`config.mk`:
```
export PLATFORM = sky130hd
export DESIGN_NAME = imu_stillness_gated_bias_calibrator_core_flat
export DESIGN_NICKNAME = d
export VERILOG_FILES = /design/src/rtl/core/isgbc_pkg.sv /design/src/rtl/core/isgbc_if.sv /design/src/rtl/core/isgbc_div.sv /design/src/rtl/core/imu_stillness_gated_bias_calibrator_core.sv /design/src/flat_wrapper.sv
export VERILOG_INCLUDE_DIRS = /design/src /design/src/rtl/core
export SDC_FILE = /design/constraint.sdc
export NUM_CORES = 1
export LEC_CHECK = 0
export BUFFER_PORTS_ARGS = -buffer_cell sky130_fd_sc_hd__buf_2
export CORE_MARGIN = 10
export CORE_UTILIZATION = 55
export DETAILED_ROUTE_END_ITERATION = 10
export GPL_TIMING_DRIVEN = 0
export PLACE_DENSITY = 0.85
export SLEW_MARGIN = 10
export SYNTH_ARGS = -nofsm -noshare
export SYNTH_HDL_FRONTEND = slang
export SYNTH_SLANG_ARGS = --single-unit
```
`constraint.sdc`:
```
create_clock -name clk -period 16.8 [get_ports clk]
set_input_delay 3.36 -clock clk [delete_from_list [all_inputs] [get_ports clk]]
set_output_delay 3.36 -clock clk [all_outputs]
set_load 0.01 [all_outputs]
```
`src/rtl/core/imu_stillness_gated_bias_calibrator_core_macros.svh`:
```
// Assertion macros for the stillness-gated bias calibrator core.
// Included by the top level; needs nothing else.
`ifndef IMU_STILLNESS_GATED_BIAS_CALIBRATOR_CORE_MACROS_SVH
`define IMU_STILLNESS_GATED_BIAS_CALIBRATOR_CORE_MACROS_SVH

// Same-cycle implication, disabled while in reset.
`define ISGBC_ASSERT_IMPL(lbl, clk_s, rstn_s, ante, cons, msg) \
	lbl: assert property (@(posedge clk_s) disable iff (!rstn_s) (ante) |-> (cons)) \
		else $error(msg);

// Next-cycle implication, disabled while in reset.
`define ISGBC_ASSERT_NEXT(lbl, clk_s, rstn_s, ante, cons, msg) \
	lbl: assert property (@(posedge clk_s) disable iff (!rstn_s) (ante) |=> (cons)) \
		else $error(msg);

`endif

```
`src/rtl/core/isgbc_pkg.sv`:
```
// Shared types, widths, reset values and helpers for the bias calibrator.
// No dependencies; the interfaces, the divider and the top level import it.
package isgbc_pkg;

	localparam int AXES      = 6;
	localparam int GYRO_AXES = 3;
	localparam int SW        = 16;
	localparam int SUM_W     = 26;
	localparam int CNT_W     = $clog2(SUM_W);
	localparam int AXIS_W    = $clog2(AXES);
	localparam int CFG_W     = 16;
	localparam int REG_IDX_W = 2;
	localparam int COUNT_W   = 8;
	localparam int GRAV_W    = 15;
	localparam int DEN_W     = 8;

	localparam logic [SW-1:0]      THRESHOLD_RST = 16'd100;
	localparam logic [COUNT_W-1:0] STILL_RST     = 8'd100;
	localparam logic [COUNT_W-1:0] AVERAGE_RST   = 8'd200;
	localparam logic [GRAV_W-1:0]  GRAVITY_RST   = 15'd8192;
	localparam logic [COUNT_W-1:0] COUNT_MAX     = 8'hFF;

	typedef logic signed [SW-1:0] sample_t;

	typedef enum logic [1:0] {
		PH_WAIT = 2'd0,
		PH_AVG  = 2'd1,
		PH_DONE = 2'd2
	} phase_t;

	typedef enum logic [REG_IDX_W-1:0] {
		REG_MOTION_THRESHOLD = 2'd0,
		REG_STILL_SAMPLES    = 2'd1,
		REG_AVERAGE_SAMPLES  = 2'd2,
		REG_GRAVITY_OFFSET   = 2'd3
	} reg_idx_t;

	typedef enum logic [1:0] {
		ST_IDLE,
		ST_SHIFT,
		ST_UPDATE,
		ST_DIVIDE
	} cal_state_t;

	typedef enum logic [1:0] {
		DV_IDLE,
		DV_RUN,
		DV_FIX
	} div_state_t;

	typedef struct packed {
		logic             start;
		logic [SUM_W-1:0] dividend;
		logic [DEN_W-1:0] divisor;
	} div_req_t;

	typedef struct packed {
		logic          done;
		logic [SW-1:0] quotient;
	} div_rsp_t;

	// One-bit full adder: {carry, sum}
	function automatic logic [1:0] fa(input logic a, input logic b, input logic c);
		logic [1:0] r;
		r = {1'b0, a} + {1'b0, b} + {1'b0, c};
		return r;
	endfunction

endpackage

```
`src/rtl/core/isgbc_if.sv`:
```
// Handshake channels of the bias calibrator: six-axis samples in, results out.
// Depends on isgbc_pkg for the sample type.
interface isgbc_sample_if;
	import isgbc_pkg::*;
	logic    valid;
	logic    ready;
	sample_t gyro_x;
	sample_t gyro_y;
	sample_t gyro_z;
	sample_t accel_x;
	sample_t accel_y;
	sample_t accel_z;

	modport source(output valid, gyro_x, gyro_y, gyro_z, accel_x, accel_y, accel_z,
		input ready);
	modport sink(input valid, gyro_x, gyro_y, gyro_z, accel_x, accel_y, accel_z,
		output ready);
endinterface

interface isgbc_result_if;
	import isgbc_pkg::*;
	logic       valid;
	logic       ready;
	sample_t    out_gyro_x;
	sample_t    out_gyro_y;
	sample_t    out_gyro_z;
	sample_t    out_accel_x;
	sample_t    out_accel_y;
	sample_t    out_accel_z;
	logic [1:0] phase;

	modport source(output valid, out_gyro_x, out_gyro_y, out_gyro_z, out_accel_x,
		out_accel_y, out_accel_z, phase, input ready);
	modport sink(input valid, out_gyro_x, out_gyro_y, out_gyro_z, out_accel_x,
		out_accel_y, out_accel_z, phase, output ready);
endinterface

```
`src/rtl/core/isgbc_div.sv`:
```
// Restoring divider, one quotient bit per cycle, truncating toward zero.
// Depends on isgbc_pkg for the request and response structs.
module isgbc_div (
	input  logic                clk,
	input  logic                arst_n,
	input  isgbc_pkg::div_req_t req,
	output isgbc_pkg::div_rsp_t rsp
);
	import isgbc_pkg::*;

	div_state_t       st_q, st_d;
	logic [CNT_W-1:0] cnt_q;
	logic [SUM_W-1:0] quo_q;
	logic [DEN_W-1:0] rem_q;
	logic [DEN_W-1:0] den_q;
	logic             neg_q;
	logic [DEN_W:0]   trial;
	logic [DEN_W:0]   diff;
	logic             ge;
	logic [SW-1:0]    q_lo;

	assign trial = {rem_q, quo_q[SUM_W-1]};
	assign ge    = trial >= {1'b0, den_q};
	assign diff  = trial - {1'b0, den_q};
	assign q_lo  = quo_q[SW-1:0];

	always_comb begin
		st_d = st_q;
		case (st_q)
			DV_IDLE: begin
				if (req.start)
					st_d = DV_RUN;
			end
			DV_RUN: begin
				if (cnt_q == CNT_W'(SUM_W - 1))
					st_d = DV_FIX;
			end
			DV_FIX: st_d = DV_IDLE;
			default: st_d = DV_IDLE;
		endcase
	end

	always_comb begin
		rsp.done     = 1'b0;
		rsp.quotient = q_lo;
		case (st_q)
			DV_FIX: begin
				rsp.done     = 1'b1;
				rsp.quotient = neg_q ? (~q_lo + 1'b1) : q_lo;
			end
			default: begin
				rsp.done = 1'b0;
			end
		endcase
	end

	always_ff @(posedge clk or negedge arst_n) begin
		if (!arst_n) begin
			st_q  <= DV_IDLE;
			cnt_q <= '0;
		end else begin
			st_q <= st_d;
			if (st_q == DV_RUN)
				cnt_q <= cnt_q + 1'b1;
			else
				cnt_q <= '0;
		end
	end

	// Work on the magnitude; apply the sign when the quotient is handed back
	always_ff @(posedge clk) begin
		if (st_q == DV_IDLE && req.start) begin
			quo_q <= req.dividend[SUM_W-1] ? (~req.dividend + 1'b1) : req.dividend;
			rem_q <= '0;
			den_q <= req.divisor;
			neg_q <= req.dividend[SUM_W-1];
		end else if (st_q == DV_RUN) begin
			rem_q <= ge ? diff[DEN_W-1:0] : trial[DEN_W-1:0];
			quo_q <= {quo_q[SUM_W-2:0], ge};
		end
	end

endmodule

```
`src/rtl/core/imu_stillness_gated_bias_calibrator_core.sv`:
```
// Channel   | Dir | Handshake     | Payload
// sample    | in  | valid / ready | gyro_x..z, accel_x..z (signed 16 bit)
// result    | out | valid / ready | out_gyro_x..z, out_accel_x..z, phase
// wr_*      | in  | wr_en only    | wr_index (register), wr_data
//
// An item is accepted in ST_IDLE, shifted through bit-serial work in ST_SHIFT
// (the 26-bit running sums set the length), then ST_UPDATE updates state and
// loads the result. The item that ends averaging then passes through ST_DIVIDE:
// the shared divider forms the six biases one after the other.
// Reset is asynchronous and clears all control state and the biases; no sweep.
// A held result does not block acceptance; a finished item waits in its update
// cycle only while the result register is still occupied.
// Depends on isgbc_pkg, isgbc_if and isgbc_div.
`include "imu_stillness_gated_bias_calibrator_core_macros.svh"

module imu_stillness_gated_bias_calibrator_core (
	input  logic                           clk,
	input  logic                           arst_n,
	isgbc_sample_if.sink                   sample,
	isgbc_result_if.source                 result,
	input  logic                           wr_en,
	input  logic [isgbc_pkg::REG_IDX_W-1:0] wr_index,
	input  logic [isgbc_pkg::CFG_W-1:0]    wr_data
);
	import isgbc_pkg::*;

	// configuration
	logic [SW-1:0]      thr_q;
	logic [COUNT_W-1:0] still_lim_q;
	logic [COUNT_W-1:0] avg_lim_q;
	logic [GRAV_W-1:0]  grav_q;

	// calibration state
	cal_state_t         state_q, state_d;
	phase_t             phase_q;
	logic               have_ref_q;
	logic [COUNT_W-1:0] still_cnt_q;
	logic [COUNT_W-1:0] samp_cnt_q;
	logic [SW-1:0]      prev_q [GYRO_AXES];
	logic [SUM_W-1:0]   sum_q  [AXES];
	logic [SW-1:0]      bias_q [AXES];

	// serial datapath
	logic [CNT_W-1:0]     cnt_q;
	logic [SW-1:0]        samp_q [AXES];
	logic [SW-1:0]        res_q  [AXES];
	logic [AXES-1:0]      c_diff_q, c_sum_q;
	logic                 c_grav_q;
	logic [GYRO_AXES-1:0] c_t1_q, c_e1_q, c_t2_q, c_e2_q;
	logic [GYRO_AXES-1:0] prev_sgn_q, still_q;

	// result register
	logic          out_valid_q;
	logic [SW-1:0] out_q [AXES];
	phase_t        out_phase_q;

	// divide sequencing
	logic [AXIS_W-1:0] axis_q;
	logic              div_pend_q;
	div_req_t          div_req;
	div_rsp_t          div_rsp;

	logic [AXES-1:0]      s_bit, d_bit, d_cy, a_bit, a_cy;
	logic                 g_bit, g_cy, thr_bit, grav_bit;
	logic [GYRO_AXES-1:0] p_bit, t1_bit, t1_cy, e1_bit, e1_cy, t2_bit, t2_cy, e2_bit, e2_cy;
	logic [3:0]           idx;
	logic                 lo, last;
	logic [SW-1:0]        grav_ext;
	logic [SW-1:0]        samp_in [AXES];

	logic               in_acc, shift_en, out_load, out_free, div_start, last_axis;
	logic [COUNT_W-1:0] still_next, samp_next;
	logic               enter_avg, end_avg;

	assign samp_in[0] = sample.gyro_x;
	assign samp_in[1] = sample.gyro_y;
	assign samp_in[2] = sample.gyro_z;
	assign samp_in[3] = sample.accel_x;
	assign samp_in[4] = sample.accel_y;
	assign samp_in[5] = sample.accel_z;

	assign idx      = cnt_q[3:0];
	assign lo       = cnt_q < CNT_W'(SW);
	assign last     = cnt_q == CNT_W'(SUM_W - 1);
	assign grav_ext = {1'b0, grav_q};
	assign thr_bit  = lo & thr_q[idx];
	assign grav_bit = lo & grav_ext[idx];
	assign in_acc   = sample.valid & sample.ready;
	assign out_free = !out_valid_q || result.ready;
	assign last_axis = axis_q == AXIS_W'(AXES - 1);

	// One bit of every lane per cycle, LSB first; samples sign-extend as they shift
	always_comb begin
		for (int i = 0; i < AXES; i++) begin
			s_bit[i] = samp_q[i][0];
			{d_cy[i], d_bit[i]} = fa(s_bit[i], ~bias_q[i][idx], c_diff_q[i]);
			{a_cy[i], a_bit[i]} = fa(sum_q[i][0], s_bit[i], c_sum_q[i]);
		end
		{g_cy, g_bit} = fa(a_bit[AXES-1], ~grav_bit, c_grav_q);
		// delta - threshold and -delta - threshold; both negative means still
		for (int i = 0; i < GYRO_AXES; i++) begin
			p_bit[i] = lo ? prev_q[i][0] : prev_sgn_q[i];
			{t1_cy[i], t1_bit[i]} = fa(s_bit[i], ~p_bit[i], c_t1_q[i]);
			{e1_cy[i], e1_bit[i]} = fa(t1_bit[i], ~thr_bit, c_e1_q[i]);
			{t2_cy[i], t2_bit[i]} = fa(p_bit[i], ~s_bit[i], c_t2_q[i]);
			{e2_cy[i], e2_bit[i]} = fa(t2_bit[i], ~thr_bit, c_e2_q[i]);
		end
	end

	always_comb begin
		if (!have_ref_q)
			still_next = still_cnt_q;
		else if (&still_q)
			still_next = (still_cnt_q == COUNT_MAX) ? still_cnt_q : still_cnt_q + 1'b1;
		else
			still_next = '0;
		samp_next = (samp_cnt_q == COUNT_MAX) ? samp_cnt_q : samp_cnt_q + 1'b1;
		enter_avg = still_next >= still_lim_q;
		end_avg   = samp_next >= avg_lim_q;
	end

	always_comb begin
		state_d = state_q;
		case (state_q)
			ST_IDLE: begin
				if (sample.valid)
					state_d = ST_SHIFT;
			end
			ST_SHIFT: begin
				if (last)
					state_d = ST_UPDATE;
			end
			ST_UPDATE: begin
				if (out_free)
					state_d = (phase_q == PH_AVG && end_avg) ? ST_DIVIDE : ST_IDLE;
			end
			ST_DIVIDE: begin
				if (div_rsp.done && last_axis)
					state_d = ST_IDLE;
			end
			default: state_d = ST_IDLE;
		endcase
	end

	always_comb begin
		sample.ready = 1'b0;
		shift_en     = 1'b0;
		out_load     = 1'b0;
		div_start    = 1'b0;
		case (state_q)
			ST_IDLE:   sample.ready = 1'b1;
			ST_SHIFT:  shift_en     = 1'b1;
			ST_UPDATE: out_load     = out_free;
			ST_DIVIDE: div_start    = !div_pend_q;
			default: begin
				sample.ready = 1'b0;
			end
		endcase
	end

	assign div_req.start    = div_start;
	assign div_req.dividend = sum_q[axis_q];
	assign div_req.divisor  = (avg_lim_q == '0) ? DEN_W'(1) : avg_lim_q;

	isgbc_div u_div (
		.clk    (clk),
		.arst_n (arst_n),
		.req    (div_req),
		.rsp    (div_rsp)
	);

	always_ff @(posedge clk or negedge arst_n) begin
		if (!arst_n) begin
			thr_q       <= THRESHOLD_RST;
			still_lim_q <= STILL_RST;
			avg_lim_q   <= AVERAGE_RST;
			grav_q      <= GRAVITY_RST;
			state_q     <= ST_IDLE;
			phase_q     <= PH_WAIT;
			have_ref_q  <= 1'b0;
			still_cnt_q <= '0;
			samp_cnt_q  <= '0;
			cnt_q       <= '0;
			out_valid_q <= 1'b0;
			axis_q      <= '0;
			div_pend_q  <= 1'b0;
			for (int i = 0; i < GYRO_AXES; i++)
				prev_q[i] <= '0;
			for (int i = 0; i < AXES; i++) begin
				sum_q[i]  <= '0;
				bias_q[i] <= '0;
			end
		end else begin
			state_q <= state_d;
			if (wr_en) begin
				case (wr_index)
					REG_MOTION_THRESHOLD: thr_q       <= wr_data[SW-1:0];
					REG_STILL_SAMPLES:    still_lim_q <= wr_data[COUNT_W-1:0];
					REG_AVERAGE_SAMPLES:  avg_lim_q   <= wr_data[COUNT_W-1:0];
					REG_GRAVITY_OFFSET:   grav_q      <= wr_data[GRAV_W-1:0];
					default: begin
						thr_q <= thr_q;
					end
				endcase
			end
			if (in_acc)
				cnt_q <= '0;
			else if (shift_en)
				cnt_q <= cnt_q + 1'b1;
			if (shift_en) begin
				// new reference shifts in as the old one shifts out
				if (lo && phase_q == PH_WAIT) begin
					for (int i = 0; i < GYRO_AXES; i++)
						prev_q[i] <= {s_bit[i], prev_q[i][SW-1:1]};
				end
				if (phase_q == PH_AVG) begin
					for (int i = 0; i < AXES - 1; i++)
						sum_q[i] <= {a_bit[i], sum_q[i][SUM_W-1:1]};
					sum_q[AXES-1] <= {g_bit, sum_q[AXES-1][SUM_W-1:1]};
				end
			end
			if (out_load) begin
				case (phase_q)
					PH_WAIT: begin
						still_cnt_q <= still_next;
						have_ref_q  <= 1'b1;
						if (enter_avg)
							phase_q <= PH_AVG;
					end
					PH_AVG: begin
						samp_cnt_q <= samp_next;
						if (end_avg)
							phase_q <= PH_DONE;
					end
					default: begin
						phase_q <= phase_q;
					end
				endcase
			end
			if (out_load)
				out_valid_q <= 1'b1;
			else if (result.ready)
				out_valid_q <= 1'b0;
			if (div_start)
				div_pend_q <= 1'b1;
			if (div_rsp.done) begin
				div_pend_q     <= 1'b0;
				bias_q[axis_q] <= div_rsp.quotient;
				axis_q         <= last_axis ? '0 : axis_q + 1'b1;
			end
		end
	end

	always_ff @(posedge clk) begin
		if (in_acc) begin
			for (int i = 0; i < AXES; i++)
				samp_q[i] <= samp_in[i];
			c_diff_q <= '1;
			c_sum_q  <= '0;
			c_grav_q <= 1'b1;
			c_t1_q   <= '1;
			c_e1_q   <= '1;
			c_t2_q   <= '1;
			c_e2_q   <= '1;
			for (int i = 0; i < GYRO_AXES; i++)
				prev_sgn_q[i] <= prev_q[i][SW-1];
		end else if (shift_en) begin
			for (int i = 0; i < AXES; i++) begin
				samp_q[i] <= {samp_q[i][SW-1], samp_q[i][SW-1:1]};
				if (lo)
					res_q[i] <= {d_bit[i], res_q[i][SW-1:1]};
			end
			c_diff_q <= d_cy;
			c_sum_q  <= a_cy;
			c_grav_q <= g_cy;
			c_t1_q   <= t1_cy;
			c_e1_q   <= e1_cy;
			c_t2_q   <= t2_cy;
			c_e2_q   <= e2_cy;
			if (last)
				still_q <= e1_bit & e2_bit;
		end
		if (out_load) begin
			for (int i = 0; i < AXES; i++)
				out_q[i] <= res_q[i];
			out_phase_q <= phase_q;
		end
	end

	assign result.valid       = out_valid_q;
	assign result.out_gyro_x  = out_q[0];
	assign result.out_gyro_y  = out_q[1];
	assign result.out_gyro_z  = out_q[2];
	assign result.out_accel_x = out_q[3];
	assign result.out_accel_y = out_q[4];
	assign result.out_accel_z = out_q[5];
	assign result.phase       = out_phase_q;

	`ISGBC_ASSERT_NEXT(a_done_sticks, clk, arst_n, phase_q == PH_DONE, phase_q == PH_DONE, "calibrated phase left")
	`ISGBC_ASSERT_IMPL(a_divide_after_avg, clk, arst_n, state_q == ST_DIVIDE, phase_q == PH_DONE, "divide outside calibrated phase")
	`ISGBC_ASSERT_IMPL(a_div_rsp_expected, clk, arst_n, div_rsp.done, state_q == ST_DIVIDE && div_pend_q, "unexpected quotient")
	`ISGBC_ASSERT_IMPL(a_no_accept_while_dividing, clk, arst_n, sample.ready, !div_pend_q, "sample taken during divide")

endmodule
```
`src/flat_wrapper.sv`:
```
// flat-port wrapper written by rule: the top's interface ports become plain ports
module imu_stillness_gated_bias_calibrator_core_flat import isgbc_pkg::*;
  (clk, arst_n, wr_en, wr_index, wr_data, sample_valid, sample_gyro_x, sample_gyro_y, sample_gyro_z, sample_accel_x, sample_accel_y, sample_accel_z, sample_ready, result_valid, result_out_gyro_x, result_out_gyro_y, result_out_gyro_z, result_out_accel_x, result_out_accel_y, result_out_accel_z, result_phase, result_ready);
  isgbc_sample_if sample_i ();
  isgbc_result_if result_i ();
  input  logic clk;
  input  logic arst_n;
  input  logic wr_en;
  input  logic [isgbc_pkg::REG_IDX_W-1:0] wr_index;
  input  logic [isgbc_pkg::CFG_W-1:0] wr_data;
  input wire logic [$bits(sample_i.valid)-1:0] sample_valid;
  input wire logic [$bits(sample_i.gyro_x)-1:0] sample_gyro_x;
  input wire logic [$bits(sample_i.gyro_y)-1:0] sample_gyro_y;
  input wire logic [$bits(sample_i.gyro_z)-1:0] sample_gyro_z;
  input wire logic [$bits(sample_i.accel_x)-1:0] sample_accel_x;
  input wire logic [$bits(sample_i.accel_y)-1:0] sample_accel_y;
  input wire logic [$bits(sample_i.accel_z)-1:0] sample_accel_z;
  output wire logic [$bits(sample_i.ready)-1:0] sample_ready;
  output wire logic [$bits(result_i.valid)-1:0] result_valid;
  output wire logic [$bits(result_i.out_gyro_x)-1:0] result_out_gyro_x;
  output wire logic [$bits(result_i.out_gyro_y)-1:0] result_out_gyro_y;
  output wire logic [$bits(result_i.out_gyro_z)-1:0] result_out_gyro_z;
  output wire logic [$bits(result_i.out_accel_x)-1:0] result_out_accel_x;
  output wire logic [$bits(result_i.out_accel_y)-1:0] result_out_accel_y;
  output wire logic [$bits(result_i.out_accel_z)-1:0] result_out_accel_z;
  output wire logic [$bits(result_i.phase)-1:0] result_phase;
  input wire logic [$bits(result_i.ready)-1:0] result_ready;
  assign sample_i.valid = sample_valid;
  assign sample_i.gyro_x = sample_gyro_x;
  assign sample_i.gyro_y = sample_gyro_y;
  assign sample_i.gyro_z = sample_gyro_z;
  assign sample_i.accel_x = sample_accel_x;
  assign sample_i.accel_y = sample_accel_y;
  assign sample_i.accel_z = sample_accel_z;
  assign sample_ready = sample_i.ready;
  assign result_valid = result_i.valid;
  assign result_out_gyro_x = result_i.out_gyro_x;
  assign result_out_gyro_y = result_i.out_gyro_y;
  assign result_out_gyro_z = result_i.out_gyro_z;
  assign result_out_accel_x = result_i.out_accel_x;
  assign result_out_accel_y = result_i.out_accel_y;
  assign result_out_accel_z = result_i.out_accel_z;
  assign result_phase = result_i.phase;
  assign result_i.ready = result_ready;
  imu_stillness_gated_bias_calibrator_core u_core (.clk(clk), .arst_n(arst_n), .sample(sample_i), .result(result_i), .wr_en(wr_en), .wr_index(wr_index), .wr_data(wr_data));
endmodule
```
# == After elaboration in Yosys (flattened, before gate mapping) ==
# Memories as Yosys holds them, arrays and structs flattened.
# Index checks and enable logic that the tools add are counted.
# totals
reg_bits,461
input_bits,119
word_cells,270
mem_bits_ro,0
mem_count,3
latch_bits,0
ram_bits,288
output_inout_bits,100
# op_classes
n_div,0
multipliers,0
n_reduce_logical,31
muxes,77
eq_ne,22
n_shift,0
add_sub_neg,58
n_lt_le_gt_ge,7
n_bitwise,28
# memory_table
name,depth,word_bits,read_ports,rd_ports_with_merged_regs,write_ports,line_no,source
u_core.out_q,6,16,6,0,6,imu_stillness_gated_bias_calibrator_core.sv:54,logic [SW-1:0] out_q [AXES];
u_core.res_q,6,16,6,0,6,imu_stillness_gated_bias_calibrator_core.sv:46,logic [SW-1:0] res_q [AXES];
u_core.samp_q,6,16,6,0,6,imu_stillness_gated_bias_calibrator_core.sv:45,logic [SW-1:0] samp_q [AXES];
# op_table
cell,count
$mux 16,9
$mux 26,5
$bwmux 96,1
$bmux 26 s3,1
$add 1x1->2,25
$add 2x1->2,25
$demux 16 s3,1
$mux 8,5
$bmux 1 s4,8
$mux 1,31
$add 26x1->26 const B,1
$not 26->26,1
$mux 2,9
$reduce_and 2->1,9
$add 16x1->16 const B,1
$add 8x1->8 const B,2
$eq 8x8->1 const B,2
$ge 8x8->1,2
$not 16->16,1
$mux 5,3
$not 1->1,15
$ne 2x1->1 const B,6
$add 5x1->5 const B,2
$eq 2x2->1 const B,5
26 further kinds,53

# == Longest topological paths before layout ==
# depth
word_depth,8
mapped_depth,16
mapped_depth_nobuf,16

# == Modules after synthesis ==
# A second synthesis with hierarchy kept.
# hier_totals
hier_cells,2159
area_unflattened_um2,31955.6
# modules_own_cells
module,seq_area_each_um2,cells_each,instances,area_per_inst_um2
imu_stillness_gated_bias_calibrator_core,18860.6,1811,1,28733.8
isgbc_div,1386.3,348,1,3221.8

# == Worst setup path after synthesis ==
# No wires, ideal clock.
# synth_timing
kind,input-to-reg
startpoint,input port result_ready
endpoint,register u_core.still_cnt_q[3]
n_path_buf,1
setup_ns,0.095
slack_ns,10.127
arrival_time_ns,6.578
t_required_ns,16.705
path_stages,7
path_cell_list,inv_1 -> a21oi_1 -> nand2_1 -> inv_1 -> nand2_1 -> clkbuf_1 -> o31ai_1
# synth_via
elab_chain_len,3
# synth_rtl
item,line_no,source
start: declaration,flat_wrapper.sv:27,input wire logic [$bits(result_i.ready)-1:0] result_ready;
$logic_or 1x1->1,imu_stillness_gated_bias_calibrator_core.sv:89,assign out_free = !out_valid_q || result.ready;
$mux 1,imu_stillness_gated_bias_calibrator_core.sv:150,case (state_q)
net u_core.out_load,imu_stillness_gated_bias_calibrator_core.sv:71,"logic in_acc, shift_en, out_load, out_free, div_start, last_axis;"
$reduce_and 2->1 (no line),n/a,
end signal: assignment,imu_stillness_gated_bias_calibrator_core.sv:225,still_cnt_q <= still_next;
end: declaration,imu_stillness_gated_bias_calibrator_core.sv:37,logic [COUNT_W-1:0] still_cnt_q;
# The timed path passes the listed nets, and every way through them passes these cells.
# A chain may end at the register's enable or synchronous reset.

# == Worst setup path in the final report ==
# Ends and elaborated chain as after synthesis.

==> out/metrics.yaml <==
ant_nets: 0
design.portCount: 219
grtUsageTotal_pct: 21.68
utilization_pct: 63.68
cts.sinks: 749
rr_worst_depth: 13
insertion_delay_ps: 620
post-cts-setup-buffers: 0
dieArea_sq_um: 67040
rsz0062_at_grt: "no"
p_leak_nw: 15.27
grt_max_degree: 124
path_clk_slew_ps: 60
hold_viol_final: 0
syn_area_per_cell_sq_um: 13.98
async_flop_share_pct: 51.40
setup_ws_ps: 11740
end_kind: "register"
num-fill-cells: 3876
hpwl_microns: 49780
clock-skew-final_ps: 31.42
critical_path_class: "input pin to register"
fp-row-count: 87
nNetsFinal: 2723
gr-total-overflow: 0
grt_pass1_wl_microns: 115500
start_util_pct: 55.58
min_period_ps: 5063
multi_input_area_sq_um: 10390
wl_per_cell_microns: 21.97
fmax_mhz: 197.5
post-place-ws_ps: 11160
status: "completed"
period_share_pct: 30.14
drt_iter0_drc: 1961
drc: 0
drive_gt1_share_pct: 26.57
p_per_area_nw_per_um2: 179.8
yosys-top-cells-area: "edfxtp_1, dfrtp_1, mux2_2"
routed_wl_microns: 73860
synthesis.area_sq_um: 31400
vias: 20027
drt_first_pass_iters: 6
ys.warnings.count: 0
vias_per_cell: 5.959
hold_slack_ps: 426.0
post-route-cell-area_sq_um: 35980
ys_ff_latch: 749
clock_path_buffers: 3
timing.max_cap.violations: 0
yosysTopAreaCell: "edfxtp_1"
dpl_cell_area_sq_um: 33660
max_slew_margin_pct: 16.25
synthDominantCellAreaShare_pct: 31.66
hold_depth: 0
crit_fanout: 58
cp-start-kind: "input pin"
die_width_microns: 258.9
placeableCoreArea_sq_um: 56500
cts.repair.resized: 0
synth-seq-area-share_pct: 64.48
cts_tree: "built"
fin_setup_tns_ps: 0
critical_path_required_ps: 17310
final_max_slew_viol_count: 0
synth_fp_nets: 2423
synth_edf_count: 331
antenna_found_initial: 2
ys_types: 70
htree_levels: 3
arrival_ps: 5570
vdd_drop_max_mv: 0.1035
syn_to_final_growth_pct: 14.58
die_h_microns: 258.9
gp_congestion: 0.9046
setup_viol: 0
cts_hold_buffers: 0
portBuffers: 218
numCtsBuffers: 72
ys.flop_type: "dfrtp_1"
grt_pass1_vias: 20811
regArea_sq_um: 20250
netlist_instances: 2246
cts-root-buf: "clkbuf_16"
worstMarginPinSlew_ps: 1247
hold_class: "register to register"
==> placed cells by master, fill, tap and decap left out, types with 43 or more instances in the layout <==
master,n
buf_2,228
edfxtp_1,331
mux4_2,43
mux2i_1,49
clkbuf_16,77
a21oi_1,72
mux2_2,282
clkbuf_1,116
nor2_1,94
inv_1,71
dfrtp_1,375
a22o_1,76
o21ai_0,112
nand2_1,231
==> cells by family after synthesis <==
kind of cell | share of synthesized area, %
DFF | 64.48
and+or+nand+nor | 6.336
buffers and inverters | 2.483
adders and majority gates | 2.933
xor gates and xnor gates | 1.562
muxes | 14.92
AOI/OAI and AO/OA | 7.288
==> state kept, by name, summed over array words and instances (netlist names), 6 cells and up <==
| name | flops |
|---|---|
| u_core.sum_q | 156 |
| u_core.bias_q | 96 |
| u_core.out_q | 96 |
| u_core.res_q | 96 |
| u_core.samp_q | 96 |
| u_core.prev_q | 48 |
| u_core.u_div.quo_q | 26 |
| u_core.thr_q | 16 |
| u_core.grav_q | 15 |
| u_core.avg_lim_q | 8 |
| u_core.samp_cnt_q | 8 |
| u_core.still_cnt_q | 8 |
| u_core.still_lim_q | 8 |
| u_core.u_div.den_q | 8 |
| u_core.u_div.rem_q | 8 |
| u_core.c_diff_q | 6 |
| u_core.c_sum_q | 6 |
==> metrics by stage <==
step	power (mW)	cells
finish	6.470	3361
global route	6.788	3360
CTS	6.478	3360
detailed placement	4.853	3228
global placement	4.729	3220
floorplan	4.246	2246
==> final timing paths <==
path | start | end | slack, ps
max | result_ready | u_core.still_cnt_q[3] | 11740
min | u_core.res_q[5][0] | u_core.out_q[5][0] | 430
max reg2reg | u_core.axis_q[2] | u_core.u_div.quo_q[12] | 12440
min reg2reg | u_core.res_q[5][0] | u_core.out_q[5][0] | 430
max in group asynchronous | arst_n | u_core.bias_q[11] | 13060
min in group asynchronous | arst_n | u_core.sum_q[46] | 2730
==> cell type report <==
type                       instances  share of cell area, %
sequential                       749                  56.28
multi-input combinational       1298                  28.88
clock buffer                     104                  5.777
timing repair buffer             226                  3.610
tap                              756                  2.629
buffer                           126                  1.408
inverter                          73                 0.7686
clock inverter                    28                 0.6434
antenna                            1               0.006956
==> Yosys cell counts (all sizes together) (32+ instances only) <==
cell    instances
dfrtp         375
clkbuf         94
nand2         232
nor2           96
edfxtp        331
xnor2          33
o21ai         124
inv            73
buf            32
a21oi          72
nand3          32
mux4           43
mux2          286
ha             32
mux2i          49
dfxtp          33
a22o           76
==> power by group <==
part           total, mW  internal, mW  leakage (nW)  switching (mW)
sequential          3.02          2.67          8.57           0.345
clock               1.59         0.911          1.12           0.680
combinational       1.86         0.811          5.57            1.05
total               6.47          4.39          15.3            2.08
==> critical path: stages <==
cell	delay, ps
buf_2	90
inv_1	80
a21oi_1	270
nand2_1	220
inv_4	610
nand2_1	350
clkbuf_1	300
o31ai_1	280
==> routing by layer <==
metal	vias up	global-route usage, %	part of all wire, %
li1	8749	-	-
met1	10115	27.21	39
met2	966	35.89	49
met3	197	5.413	8.4
met4	0	8.234	3.3
met5	-	0	0
Power figures use the tool's default switching activity.
